$ cat src/rtl/hcb_pkg.sv
package hcb_pkg;

  localparam int SYMBOLS   = 256;
  localparam int MAX_NODES = 2 * SYMBOLS - 1;
  localparam int SYM_W     = $clog2(SYMBOLS);
  localparam int CNT_W     = $clog2(SYMBOLS + 1);
  localparam int NODE_W    = 9;
  localparam int TOTAL_W   = NODE_W + 1;
  localparam int WGT_W     = 40;
  localparam int CODE_W    = 64;
  localparam int LEN_W     = 6;
  localparam int MAX_LEN   = 63;

  localparam logic [NODE_W-1:0] NO_PARENT = '1;

  typedef enum logic [1:0] {
    STAT_OK      = 2'd0,
    STAT_NO_TREE = 2'd1,
    STAT_RANGE   = 2'd2
  } status_t;

  typedef enum logic {
    FUNC_LOAD = 1'b0,
    FUNC_READ = 1'b1
  } func_t;

  typedef enum logic [3:0] {
    S_IDLE,
    S_READ,
    S_BUILD,
    S_SCAN,
    S_DRAIN,
    S_LINK_A,
    S_LINK_B,
    S_NEW,
    S_CODE_ISSUE,
    S_CODE_STEP
  } state_t;

  typedef struct packed {
    logic        func;
    logic [31:0] weight;
    logic        last;
    logic [7:0]  symbol;
  } in_item_t;

  typedef struct packed {
    logic [CODE_W-1:0] code_bits;
    logic [LEN_W-1:0]  code_length;
    logic [1:0]        status;
  } out_item_t;

  typedef struct packed {
    logic [NODE_W-1:0] parent;
    logic              right;
  } link_t;

  typedef struct packed {
    logic [NODE_W-1:0] a;
    logic [NODE_W-1:0] b;
    logic [WGT_W-1:0]  wa;
    logic [WGT_W-1:0]  wb;
  } pick_t;

endpackage

$ cat src/rtl/hcb_min2.sv
module hcb_min2 (
  input  logic                      clk,
  input  logic                      rst,
  input  logic                      clear,
  input  logic                      upd,
  input  logic [hcb_pkg::NODE_W-1:0] idx,
  input  logic [hcb_pkg::WGT_W-1:0]  w,
  output hcb_pkg::pick_t            pick
);
  import hcb_pkg::*;

  logic have1;
  logic have2;

  always_ff @(posedge clk) begin
    if (rst || clear) begin
      have1 <= 1'b0;
      have2 <= 1'b0;
    end else if (upd) begin
      if (!have1 || w < pick.wa) begin
        have1   <= 1'b1;
        have2   <= have1;
        pick.b  <= pick.a;
        pick.wb <= pick.wa;
        pick.a  <= idx;
        pick.wa <= w;
      end else if (!have2 || w < pick.wb) begin
        have2   <= 1'b1;
        pick.b  <= idx;
        pick.wb <= w;
      end
    end
  end

endmodule

$ cat config.mk
export PLATFORM = sky130hd
export DESIGN_NAME = hcb_min2
export DESIGN_NICKNAME = d
export VERILOG_FILES = /design/src/rtl/hcb_pkg.sv /design/src/rtl/hcb_min2.sv
export SDC_FILE = /design/constraint.sdc
export NUM_CORES = 1
export LEC_CHECK = 0
export ABC_AREA = 1
export BUFFER_PORTS_ARGS = -buffer_cell sky130_fd_sc_hd__buf_2
export CAP_MARGIN = 15
export CELL_PAD_IN_SITES_DETAIL_PLACEMENT = 0
export CELL_PAD_IN_SITES_GLOBAL_PLACEMENT = 2
export CORE_UTILIZATION = 32
export DETAILED_ROUTE_END_ITERATION = 8
export PLACE_DENSITY = 0.79
export SLEW_MARGIN = 10
export SYNTH_ARGS = -nofsm -noshare
export SYNTH_HDL_FRONTEND = slang
export SYNTH_SLANG_ARGS = --single-unit
$ cat constraint.sdc
create_clock -name clk -period 4.3 [get_ports clk]
set_input_delay 0.215 -clock clk [delete_from_list [all_inputs] [get_ports clk]]
set_output_delay 0.215 -clock clk [all_outputs]
set_load 0.02 [all_outputs]
==> results of run 1 <==
==> metrics by stage <==
step | instance area, um2 | hold slack (ps)
2_1_floorplan | 5910 | 308
3_3_place_gp | 6900 | 411
3_5_place_dp | 6900 | 410
4_1_cts | 7170 | 34.4
5_1_grt | 7170 | 39.6
6_report | 7170 | 51.8
==> cell families after synthesis <==
kind of cell	after synthesis	share of synthesized area [%]
compound gates	45	4.15
flops	100	50.4
buf+inv	122	8.25
simple gates	289	20.7
fa+ha+maj	78	16.5
==> critical path, cell delays in order, from the launching register on <==
cell,delay [ps]
edfxtp_1,420
inv_1,80
ha_1,230
nand2_1,90
inv_1,40
nand2_1,50
nand2_1,40
nand2_1,60
nand2_1,100
a21oi_1,210
nand3_2,120
nand2_2,80
nand2_1,80
nand2_2,740
buf_4,400
==> synthesized netlist by cell type <==
| cell | number | share of area (%) |
|---|---|---|
| buf_2 | 9 | 0.76 |
| edfxtp_1 | 98 | 50 |
| dfxtp_1 | 2 | 0.68 |
| nand2_2 | 1 | 0.11 |
| and2_1 | 2 | 0.21 |
| nand3_2 | 11 | 1.9 |
| o21ai_0 | 4 | 0.34 |
| nor2_1 | 28 | 1.8 |
| nand2_1 | 201 | 13 |
| buf_6 | 1 | 0.19 |
| ha_1 | 78 | 17 |
| a21o_1 | 4 | 0.51 |
| buf_8 | 1 | 0.25 |
| nand3_1 | 44 | 3.7 |
| clkbuf_1 | 5 | 0.32 |
| nand4_1 | 2 | 0.21 |
| o21a_1 | 4 | 0.51 |
| inv_1 | 106 | 6.7 |
| a21oi_1 | 33 | 2.8 |
==> per-layer routing <==
layer  track usage, %  part of all wire (%)  vias to the layer above
li1                 -                     -                     2376
met1             22.3                    48                     2151
met2             26.9                    45                      116
met3             3.58                   5.8                       15
met4             5.62                   1.3                        0
met5                0                     0                        -
==> area by class of cell <==
class / instances / area, um2
Fill cell: 1857 / 10900
Tap cell: 229 / 287
Clock inverter: 6 / 41.3
Inverter: 106 / 398
Clock buffer: 10 / 229
Sequential cell: 100 / 2980
Multi-Input combinational cell: 412 / 2440
Timing Repair Buffer: 155 / 788
==> flip-flops by register name, indices dropped and copies added (netlist names) <==
name   flops
pick      98
have1      1
have2      1
==> worst max path at each step <==
stage                     cells after the start     start  endpoint
after global placement                       11  pick[79]  pick[13]
after detailed placement                     14  pick[75]   pick[7]
after global routing                         14  pick[75]  pick[87]
after CTS                                    14  pick[75]   pick[7]
final                                        14  pick[75]  pick[11]
after floorplan                              11  pick[71]   pick[0]
==> power groups by stage <==
stage                     combinational (W)  clock [W]  sequential (W)
after global placement             0.000360          0         0.00116
after global routing               0.000408   0.000840         0.00114
after floorplan                    0.000178          0         0.00120
after detailed placement           0.000364          0         0.00116
final                              0.000358   0.000777         0.00114
after CTS                          0.000366   0.000806         0.00114
==> flow_summary.json, run 1 <==
{
  "outcome": "finished clean",
  "timing.reg2reg.setup_slack_ps": 1240,
  "routed_wirelength_mm": 15.4,
  "critical_path.reg2reg.endpoint": "pick[11]",
  "synthCells": 634,
  "cp-end-kind": "flip-flop",
  "routabilityCongestion": 0.768,
  "data_arrival_time_at_the_worst_slack_endpoint_ps": 3110,
  "maxSlewViolCount": 0,
  "drt-initial-drc-count": 185,
  "fp.dieH_um": 138,
  "synth-seq-cells": 100,
  "hold_depth": 1,
  "power_frac_comb_pct": 15.7,
  "finalSetupTns_ps": 0,
  "grt_antenna_before_repair": 0,
  "p_switching_w": 0.000644,
  "final-hold-violation-count": 0,
  "vias_in_the_first_global_route": 4557,
  "switching_share_pct": 28.3,
  "period_minus_slack_ps": 3060,
  "synth_nets": 765,
  "detailedPlace.worstSlack_ps": 1180,
  "crit_path_max_fanout": 35,
  "post-dp-hpwl_mm": 10.9,
  "syn_avg_cell_area_um2": 9.33,
  "start_util_pct": 32.8,
  "cts_buffers": 9,
  "grt_max_degree": 51,
  "vias_per_cell": 4.58,
  "global_route.overflow_total": 0,
  "final_cells": 1018,
  "cts.clk_slew.worst_paths_ps": 70,
  "drt.antenna.violating_nets": 0,
  "remaining_drc_errors": 0,
  "floorplan.core_area_um2": 18000,
  "tightestPinTransition_ps": 1010,
  "synth.cell_area_um2": 5910,
  "max_freq_mhz": 326,
  "origin_of_the_worst_min_delay_path": "idx[4]",
  "synth.distinct_cells": 19,
  "layout.cells.most_common_list": "nand2_1, buf_2, inv_1",
  "period_share_pct": 71.2,
  "timing.max_slew.rel_slack_pct": 32.7,
  "final.setup.worst_slack_ps": 1240,
  "numPlacedInstances": 1002,
  "finish.net_count": 915,
  "ctsResizeCount": 0,
  "grt_util_all_layers_pct": 16.8,
  "warning_count_from_the_yosys_run": 0,
  "worstPathRequired_ps": 4350,
  "dieArea_um2": 19000,
  "global_route_wire_length_before_repair_mm": 23.7,
  "worstReg2RegStart": "pick[75]",
  "antenna_cells": 0,
  "worstSkewPairLatency_ps": 360,
  "p_total_w": 0.00227,
  "cts_num_sinks": 100,
  "detailedRoute.firstPassIterationCount": 4,
  "seq_area_frac_synth_pct": 50.4,
  "hold_class": "in2reg",
  "max_cap_violations": 0,
  "pin_count": 151,
  "final_util_pct": 39.8,
  "io_buffer_count": 150,
  "worst_r2r_path_depth": 14,
  "postCtsHoldBufs": 0,
  "power_density_nw_per_um2": 317,
  "leakage_nw": 3.63,
  "p_clk_share_pct": 34.2,
  "most_common_library_cell_in_the_layout_ignoring_fill_and_taps": "nand2_1",
  "via_count": 4658,
  "cts-htree-levels": 3,
  "postCtsSetupRepairBufs": 0,
  "fp.dieW_um": 138,
  "power.ir.vdd_worst_uv": 187,
  "clockBufferDepth": 2,
  "startpoint_type": "flip-flop",
  "area_growth_syn_to_layout_pct": 21.3,
  "rsz0062_at_grt": "no",
  "timing.setup.critical_path_class": "reg2reg",
  "internal_power_contribution_w": 0.00163,
  "worst_clock_skew_ps": 11.5,
  "cts_root_buffer": "clkbuf_16",
  "setup_violations": 0,
  "final_layout_size_suffix_gt1_share_pct": 23.3,
  "min_to": "pick[93]",
  "wl_per_cell_um": 15.1,
  "seq_power_share_pct": 50.1,
  "cts_tree": "built",
  "rows": 49
}
Power figures use the tool's default switching activity.
==> run 2: changes to the inputs <==
--- a/config.mk
+++ b/config.mk
@@ -10,9 +10,9 @@
 export CAP_MARGIN = 15
 export CELL_PAD_IN_SITES_DETAIL_PLACEMENT = 0
 export CELL_PAD_IN_SITES_GLOBAL_PLACEMENT = 2
-export CORE_UTILIZATION = 32
+export CORE_UTILIZATION = 29
 export DETAILED_ROUTE_END_ITERATION = 8
-export PLACE_DENSITY = 0.79
+export PLACE_DENSITY = 0.76
 export SLEW_MARGIN = 10
 export SYNTH_ARGS = -nofsm -noshare
 export SYNTH_HDL_FRONTEND = slang
==> constraint.sdc (replaced) <==
create_clock -name clk -period 2.8 [get_ports clk]
set_input_delay 0.14 -clock clk [delete_from_list [all_inputs] [get_ports clk]]
set_output_delay 0.14 -clock clk [all_outputs]
set_load 0.02 [all_outputs]
==> flow_summary.json, run 2 (same netlist as run 1, synthesis figures left out) <==
{
  "post-dp-hpwl_mm": 10.8,
  "drt.antenna.violating_nets": 0,
  "grt_util_all_layers_pct": 15.4,
  "hold_class": "in2reg",
  "worstReg2RegStart": "pick[79]",
  "postCtsHoldBufs": 11,
  "cts-htree-levels": 3,
  "pin_count": 151,
  "global_route_wire_length_before_repair_mm": 24.1,
  "grt_max_degree": 51,
  "worstPathRequired_ps": 3020,
  "worst_r2r_path_depth": 12,
  "drt-initial-drc-count": 204,
  "origin_of_the_worst_min_delay_path": "w[20]",
  "crit_path_max_fanout": 49,
  "cts_buffers": 9,
  "vias_in_the_first_global_route": 4586,
  "max_flop_register": "pick",
  "setup_violations": 0,
  "path_cells": "inv_1 > ha_1 > nand2_1 > nor2_1 > and2_1 > nand3_1 > nor2_1 > nand2_1 > nand3_2 > buf_4 > nand3_1 > nand2_1",
  "cp-end-kind": "flip-flop",
  "max_cap_violations": 0,
  "cts.clk_slew.worst_paths_ps": 70,
  "worst_clock_skew_ps": 8.35,
  "seq_power_share_pct": 50.5,
  "cts_num_sinks": 100,
  "via_count": 4595,
  "most_common_library_cell_in_the_layout_ignoring_fill_and_taps": "nand2_1",
  "final_layout_size_suffix_gt1_share_pct": 23.1,
  "start_util_pct": 30.0,
  "tightestPinTransition_ps": 731,
  "crit_path_frequent_cell": "nand2_1",
  "rsz0062_at_grt": "no",
  "cts_root_buffer": "clkbuf_16",
  "switching_share_pct": 27.7,
  "detailedPlace.worstSlack_ps": 237,
  "internal_power_contribution_w": 0.00250,
  "antenna_cells": 0,
  "largest_register_ffs": 98,
  "critical_path.reg2reg.endpoint": "pick[80]",
  "period_minus_slack_ps": 2540,
  "fp.dieW_um": 145,
  "dieArea_um2": 21000,
  "wl_per_cell_um": 14.6,
  "fp.dieH_um": 145,
  "filler_cell_count": 2014,
  "leakage_nw": 3.67,
  "ctsResizeCount": 0,
  "io_buffer_count": 150,
  "detailedRoute.firstPassIterationCount": 5,
  "timing.reg2reg.setup_slack_ps": 260,
  "final-hold-violation-count": 0,
  "remaining_drc_errors": 0,
  "startpoint_type": "flip-flop",
  "finalSetupTns_ps": 0,
  "maxSlewViolCount": 0,
  "crit_path_max_incr_delay_ps": 580,
  "routabilityCongestion": 0.763,
  "layout_top_registers": "pick (98), have1 (1), have2 (1)",
  "max_freq_mhz": 393,
  "grt_antenna_before_repair": 0,
  "cp_slowest_cell": "buf_4",
  "routed_wirelength_mm": 15.5,
  "period_share_pct": 90.8,
  "outcome": "finished clean",
  "p_clk_share_pct": 33.2,
  "finish.net_count": 927,
  "data_arrival_time_at_the_worst_slack_endpoint_ps": 2760,
  "area_growth_syn_to_layout_pct": 24.2,
  "floorplan.core_area_um2": 19700,
  "layout.cells.most_common_list": "nand2_1, buf_2, inv_1",
  "min_to": "pick[60]",
  "rows": 51,
  "postCtsSetupRepairBufs": 0,
  "vias_per_cell": 4.31,
  "timing.setup.critical_path_class": "reg2reg",
  "worstSkewPairLatency_ps": 350,
  "power_density_nw_per_um2": 471,
  "startpoint": "pick[79]",
  "global_route.overflow_total": 0,
  "cts_tree": "built",
  "power_frac_comb_pct": 16.3,
  "clockBufferDepth": 2,
  "final.setup.worst_slack_ps": 258,
  "hold_depth": 1,
  "p_switching_w": 0.000961,
  "timing.max_slew.rel_slack_pct": 51.2,
  "power.ir.vdd_worst_uv": 257
}
[run 2: changes by cell type in the layout (fill, tap and decap cells not counted)]
| cell | change |
|---|---|
| clkinv_1 | +1 |
| nand2_1 | -1 |
| inv_2 | -1 |
| buf_12 | +1 |
| clkbuf_1 | -1 |
| clkinv_4 | -2 |
| nand2_4 | +1 |
| clkinv_2 | +1 |
| clkinvlp_4 | +1 |
| dlygate4sd3_1 | +11 |
[run 2: final cells by class]
cell class | instances | area, um2 | area share, %
clock buffer | 9 | 225 | 3.07
sequential | 100 | 2980 | 40.6
multi-input combinational | 412 | 2450 | 33.4
timing repair buffer | 167 | 918 | 12.5
clock inverter | 6 | 32.5 | 0.443
tap | 265 | 332 | 4.51
inverter | 106 | 402 | 5.47
[run 2: metal layers]
layer	wire [um]	track usage, %	up-vias
met5	0	0	-
met4	132	4.49	0
met3	717	3.39	8
met2	7410	25.9	122
met1	7280	19.6	2071
li1	-	-	2394
[run 2: worst max-delay path by stage]
stage | endpoint | slack, ps
5_1_grt | pick[11] | 20
2_1_floorplan | pick[40] | 3
4_1_cts | pick[80] | 220
3_5_place_dp | pick[80] | 240
6_report | pick[80] | 260
3_3_place_gp | pick[82] | 270
[run 2: critical path, delay by kind of cell (launching register included)]
kind | cells | cell delay, ps
adders and majority gates | 1 | 290
buffers and inverters | 2 | 640
DFF | 1 | 390
and+or+nand+nor | 9 | 1090
[run 2: metrics by stage]
step           util [%]  power [W]  area [um2]  std cells  hold WS [ps]
6_report           37.3    0.00346        7350       1065          23.4
5_1_grt            37.3    0.00365        7350       1065          8.04
4_1_cts            37.3    0.00353        7350       1065          5.10
3_5_place_dp       35.4    0.00235        6980       1039           337
3_3_place_gp       35.4    0.00234        6980       1039           333
2_1_floorplan         -    0.00212        5930        634           233
[run 2: power by group through the flow]
stage / combinational, W / sequential [W] / clock (W)
finish: 0.000564 / 0.00175 / 0.00115
global route: 0.000647 / 0.00176 / 0.00124
CTS: 0.000579 / 0.00175 / 0.00120
detailed placement: 0.000564 / 0.00178 / 0
global placement: 0.000557 / 0.00178 / 0
floorplan: 0.000276 / 0.00185 / 0
==> run 3: changes to the inputs <==
--- a/config.mk
+++ b/config.mk
@@ -10,9 +10,9 @@
 export CAP_MARGIN = 15
 export CELL_PAD_IN_SITES_DETAIL_PLACEMENT = 0
 export CELL_PAD_IN_SITES_GLOBAL_PLACEMENT = 2
-export CORE_UTILIZATION = 29
+export CORE_UTILIZATION = 32
 export DETAILED_ROUTE_END_ITERATION = 8
-export PLACE_DENSITY = 0.76
+export PLACE_DENSITY = 0.79
 export SLEW_MARGIN = 10
 export SYNTH_ARGS = -nofsm -noshare
 export SYNTH_HDL_FRONTEND = slang
==> constraint.sdc (replaced) <==
create_clock -name clk -period 2.7 [get_ports clk]
set_input_delay 0.135 -clock clk [delete_from_list [all_inputs] [get_ports clk]]
set_output_delay 0.135 -clock clk [all_outputs]
set_load 0.02 [all_outputs]
==> flow_summary.json, run 3 (same netlist as run 1, synthesis figures left out) <==
{
  "pin_count": 151,
  "final_layout_size_suffix_gt1_share_pct": 23.3,
  "area_growth_syn_to_layout_pct": 27.5,
  "fp.dieH_um": 138,
  "critical_path.reg2reg.endpoint": "pick[39]",
  "origin_of_the_worst_min_delay_path": "w[8]",
  "largest_register_ffs": 98,
  "start_util_pct": 32.8,
  "cts_buffers": 9,
  "via_count": 4759,
  "max_flop_register": "pick",
  "numPlacedInstances": 1007,
  "maxSlewViolCount": 0,
  "data_arrival_time_at_the_worst_slack_endpoint_ps": 2520,
  "global_route_wire_length_before_repair_mm": 23.3,
  "timing.max_slew.rel_slack_pct": 66.5,
  "finish.net_count": 946,
  "worst_clock_skew_ps": 6.67,
  "antenna_cells": 0,
  "remaining_drc_errors": 0,
  "cp-end-kind": "flip-flop",
  "power.ir.vdd_worst_uv": 300,
  "setup_violations": 0,
  "floorplan.core_area_um2": 18000,
  "ctsResizeCount": 0,
  "vias_in_the_first_global_route": 4549,
  "final_cells": 1049,
  "grt_util_all_layers_pct": 16.6,
  "worst_path_dominant_cell_family": "simple AND/OR/NAND/NOR gates",
  "finalSetupTns_ps": 0,
  "holdWs_ps": 15.9,
  "startpoint_type": "flip-flop",
  "layout.cells.most_common_list": "nand2_1, buf_2, inv_1",
  "most_common_library_cell_in_the_layout_ignoring_fill_and_taps": "nand2_1",
  "dieArea_um2": 19000,
  "period_minus_slack_ps": 2410,
  "routed_wirelength_mm": 15.2,
  "outcome": "finished clean",
  "routabilityCongestion": 0.743,
  "min_to": "pick[48]",
  "critPathBufInv": 2,
  "cp_slowest_cell": "edfxtp_1",
  "vias_per_cell": 4.54,
  "cts-htree-levels": 3,
  "fp.dieW_um": 138,
  "power_density_nw_per_um2": 496,
  "timing.reg2reg.setup_slack_ps": 290,
  "hold_depth": 1,
  "crit_path_max_incr_delay_ps": 400,
  "worst_r2r_path_depth": 13,
  "rsz0062_at_grt": "no",
  "detailedPlace.worstSlack_ps": 252,
  "layout_top_registers": "pick (98), have1 (1), have2 (1)",
  "worstReg2RegStart": "pick[74]",
  "period_share_pct": 89.1,
  "max_cap_violations": 0,
  "global_route.overflow_total": 0,
  "postCtsSetupRepairBufs": 0,
  "drt.antenna.violating_nets": 0,
  "crit_path_frequent_cell": "nand2_1",
  "cts.clk_slew.worst_paths_ps": 70,
  "rows": 49,
  "path_cells": "inv_1 > ha_1 > nand2_1 > nor2_1 > and2_1 > nand3_1 > nor2_1 > nand2_1 > nand3_2 > nand2_2 > buf_4 > nand2_1 > nand2_1",
  "leakage_nw": 3.78,
  "worstSkewPairLatency_ps": 360,
  "tightestPinTransition_ps": 502,
  "post-dp-hpwl_mm": 11.1,
  "hold_class": "in2reg",
  "cts_root_buffer": "clkbuf_16",
  "cts_tree": "built",
  "wl_per_cell_um": 14.5,
  "grt_max_degree": 40,
  "clockBufferDepth": 2,
  "io_buffer_count": 150,
  "cts_num_sinks": 100,
  "worstPathRequired_ps": 2810,
  "postCtsHoldBufs": 26,
  "max_freq_mhz": 416,
  "final-hold-violation-count": 0,
  "detailedRoute.firstPassIterationCount": 4,
  "grt_antenna_before_repair": 0,
  "crit_path_max_fanout": 39,
  "drt-initial-drc-count": 255,
  "final.setup.worst_slack_ps": 295,
  "timing.setup.critical_path_class": "reg2reg"
}
[run 3: stage by stage]
stage | cell area [um2] | util [%] | power (W)
after floorplan | 5930 | - | 0.00220
after global placement | 6990 | 38.8 | 0.00243
after detailed placement | 6990 | 38.8 | 0.00244
after CTS | 7540 | 41.8 | 0.00380
after global routing | 7540 | 41.8 | 0.00393
final | 7540 | 41.8 | 0.00374
[run 3: per-layer routing]
metal	part of all wire, %	GRT usage (%)	vias up
met1	48	22.6	2186
met5	0	0	-
met4	1.3	5.37	0
li1	-	-	2438
met2	45	26.3	120
met3	5.4	3.25	15
[run 3: power by group]
group | leakage (nW) | switching (W) | internal (W)
sequential | 0.925 | 0.0000381 | 0.00178
clock | 0.139 | 0.000605 | 0.000714
combinational | 2.72 | 0.000380 | 0.000225
total | 3.78 | 0.00102 | 0.00272
[run 3: final cells by class]
class / instances / area, um2
flip-flops and latches: 100 / 2980
clock buffers: 9 / 225
well taps: 229 / 287
clock inverters: 7 / 67.6
multi-input cells: 412 / 2450
fillers: 1799 / 10500
repair buffers: 186 / 1120
inverters: 106 / 402
[run 3: how the worst max path moves through the flow]
stage | from | end | slack (ps) | depth (start not counted)
finish | pick[74] | pick[39] | 290 | 13
global route | pick[67] | pick[39] | 20 | 14
CTS | pick[74] | pick[39] | 230 | 14
detailed placement | pick[74] | pick[39] | 250 | 14
global placement | pick[75] | pick[25] | 290 | 12
floorplan | pick[79] | pick[40] | -80 | 13
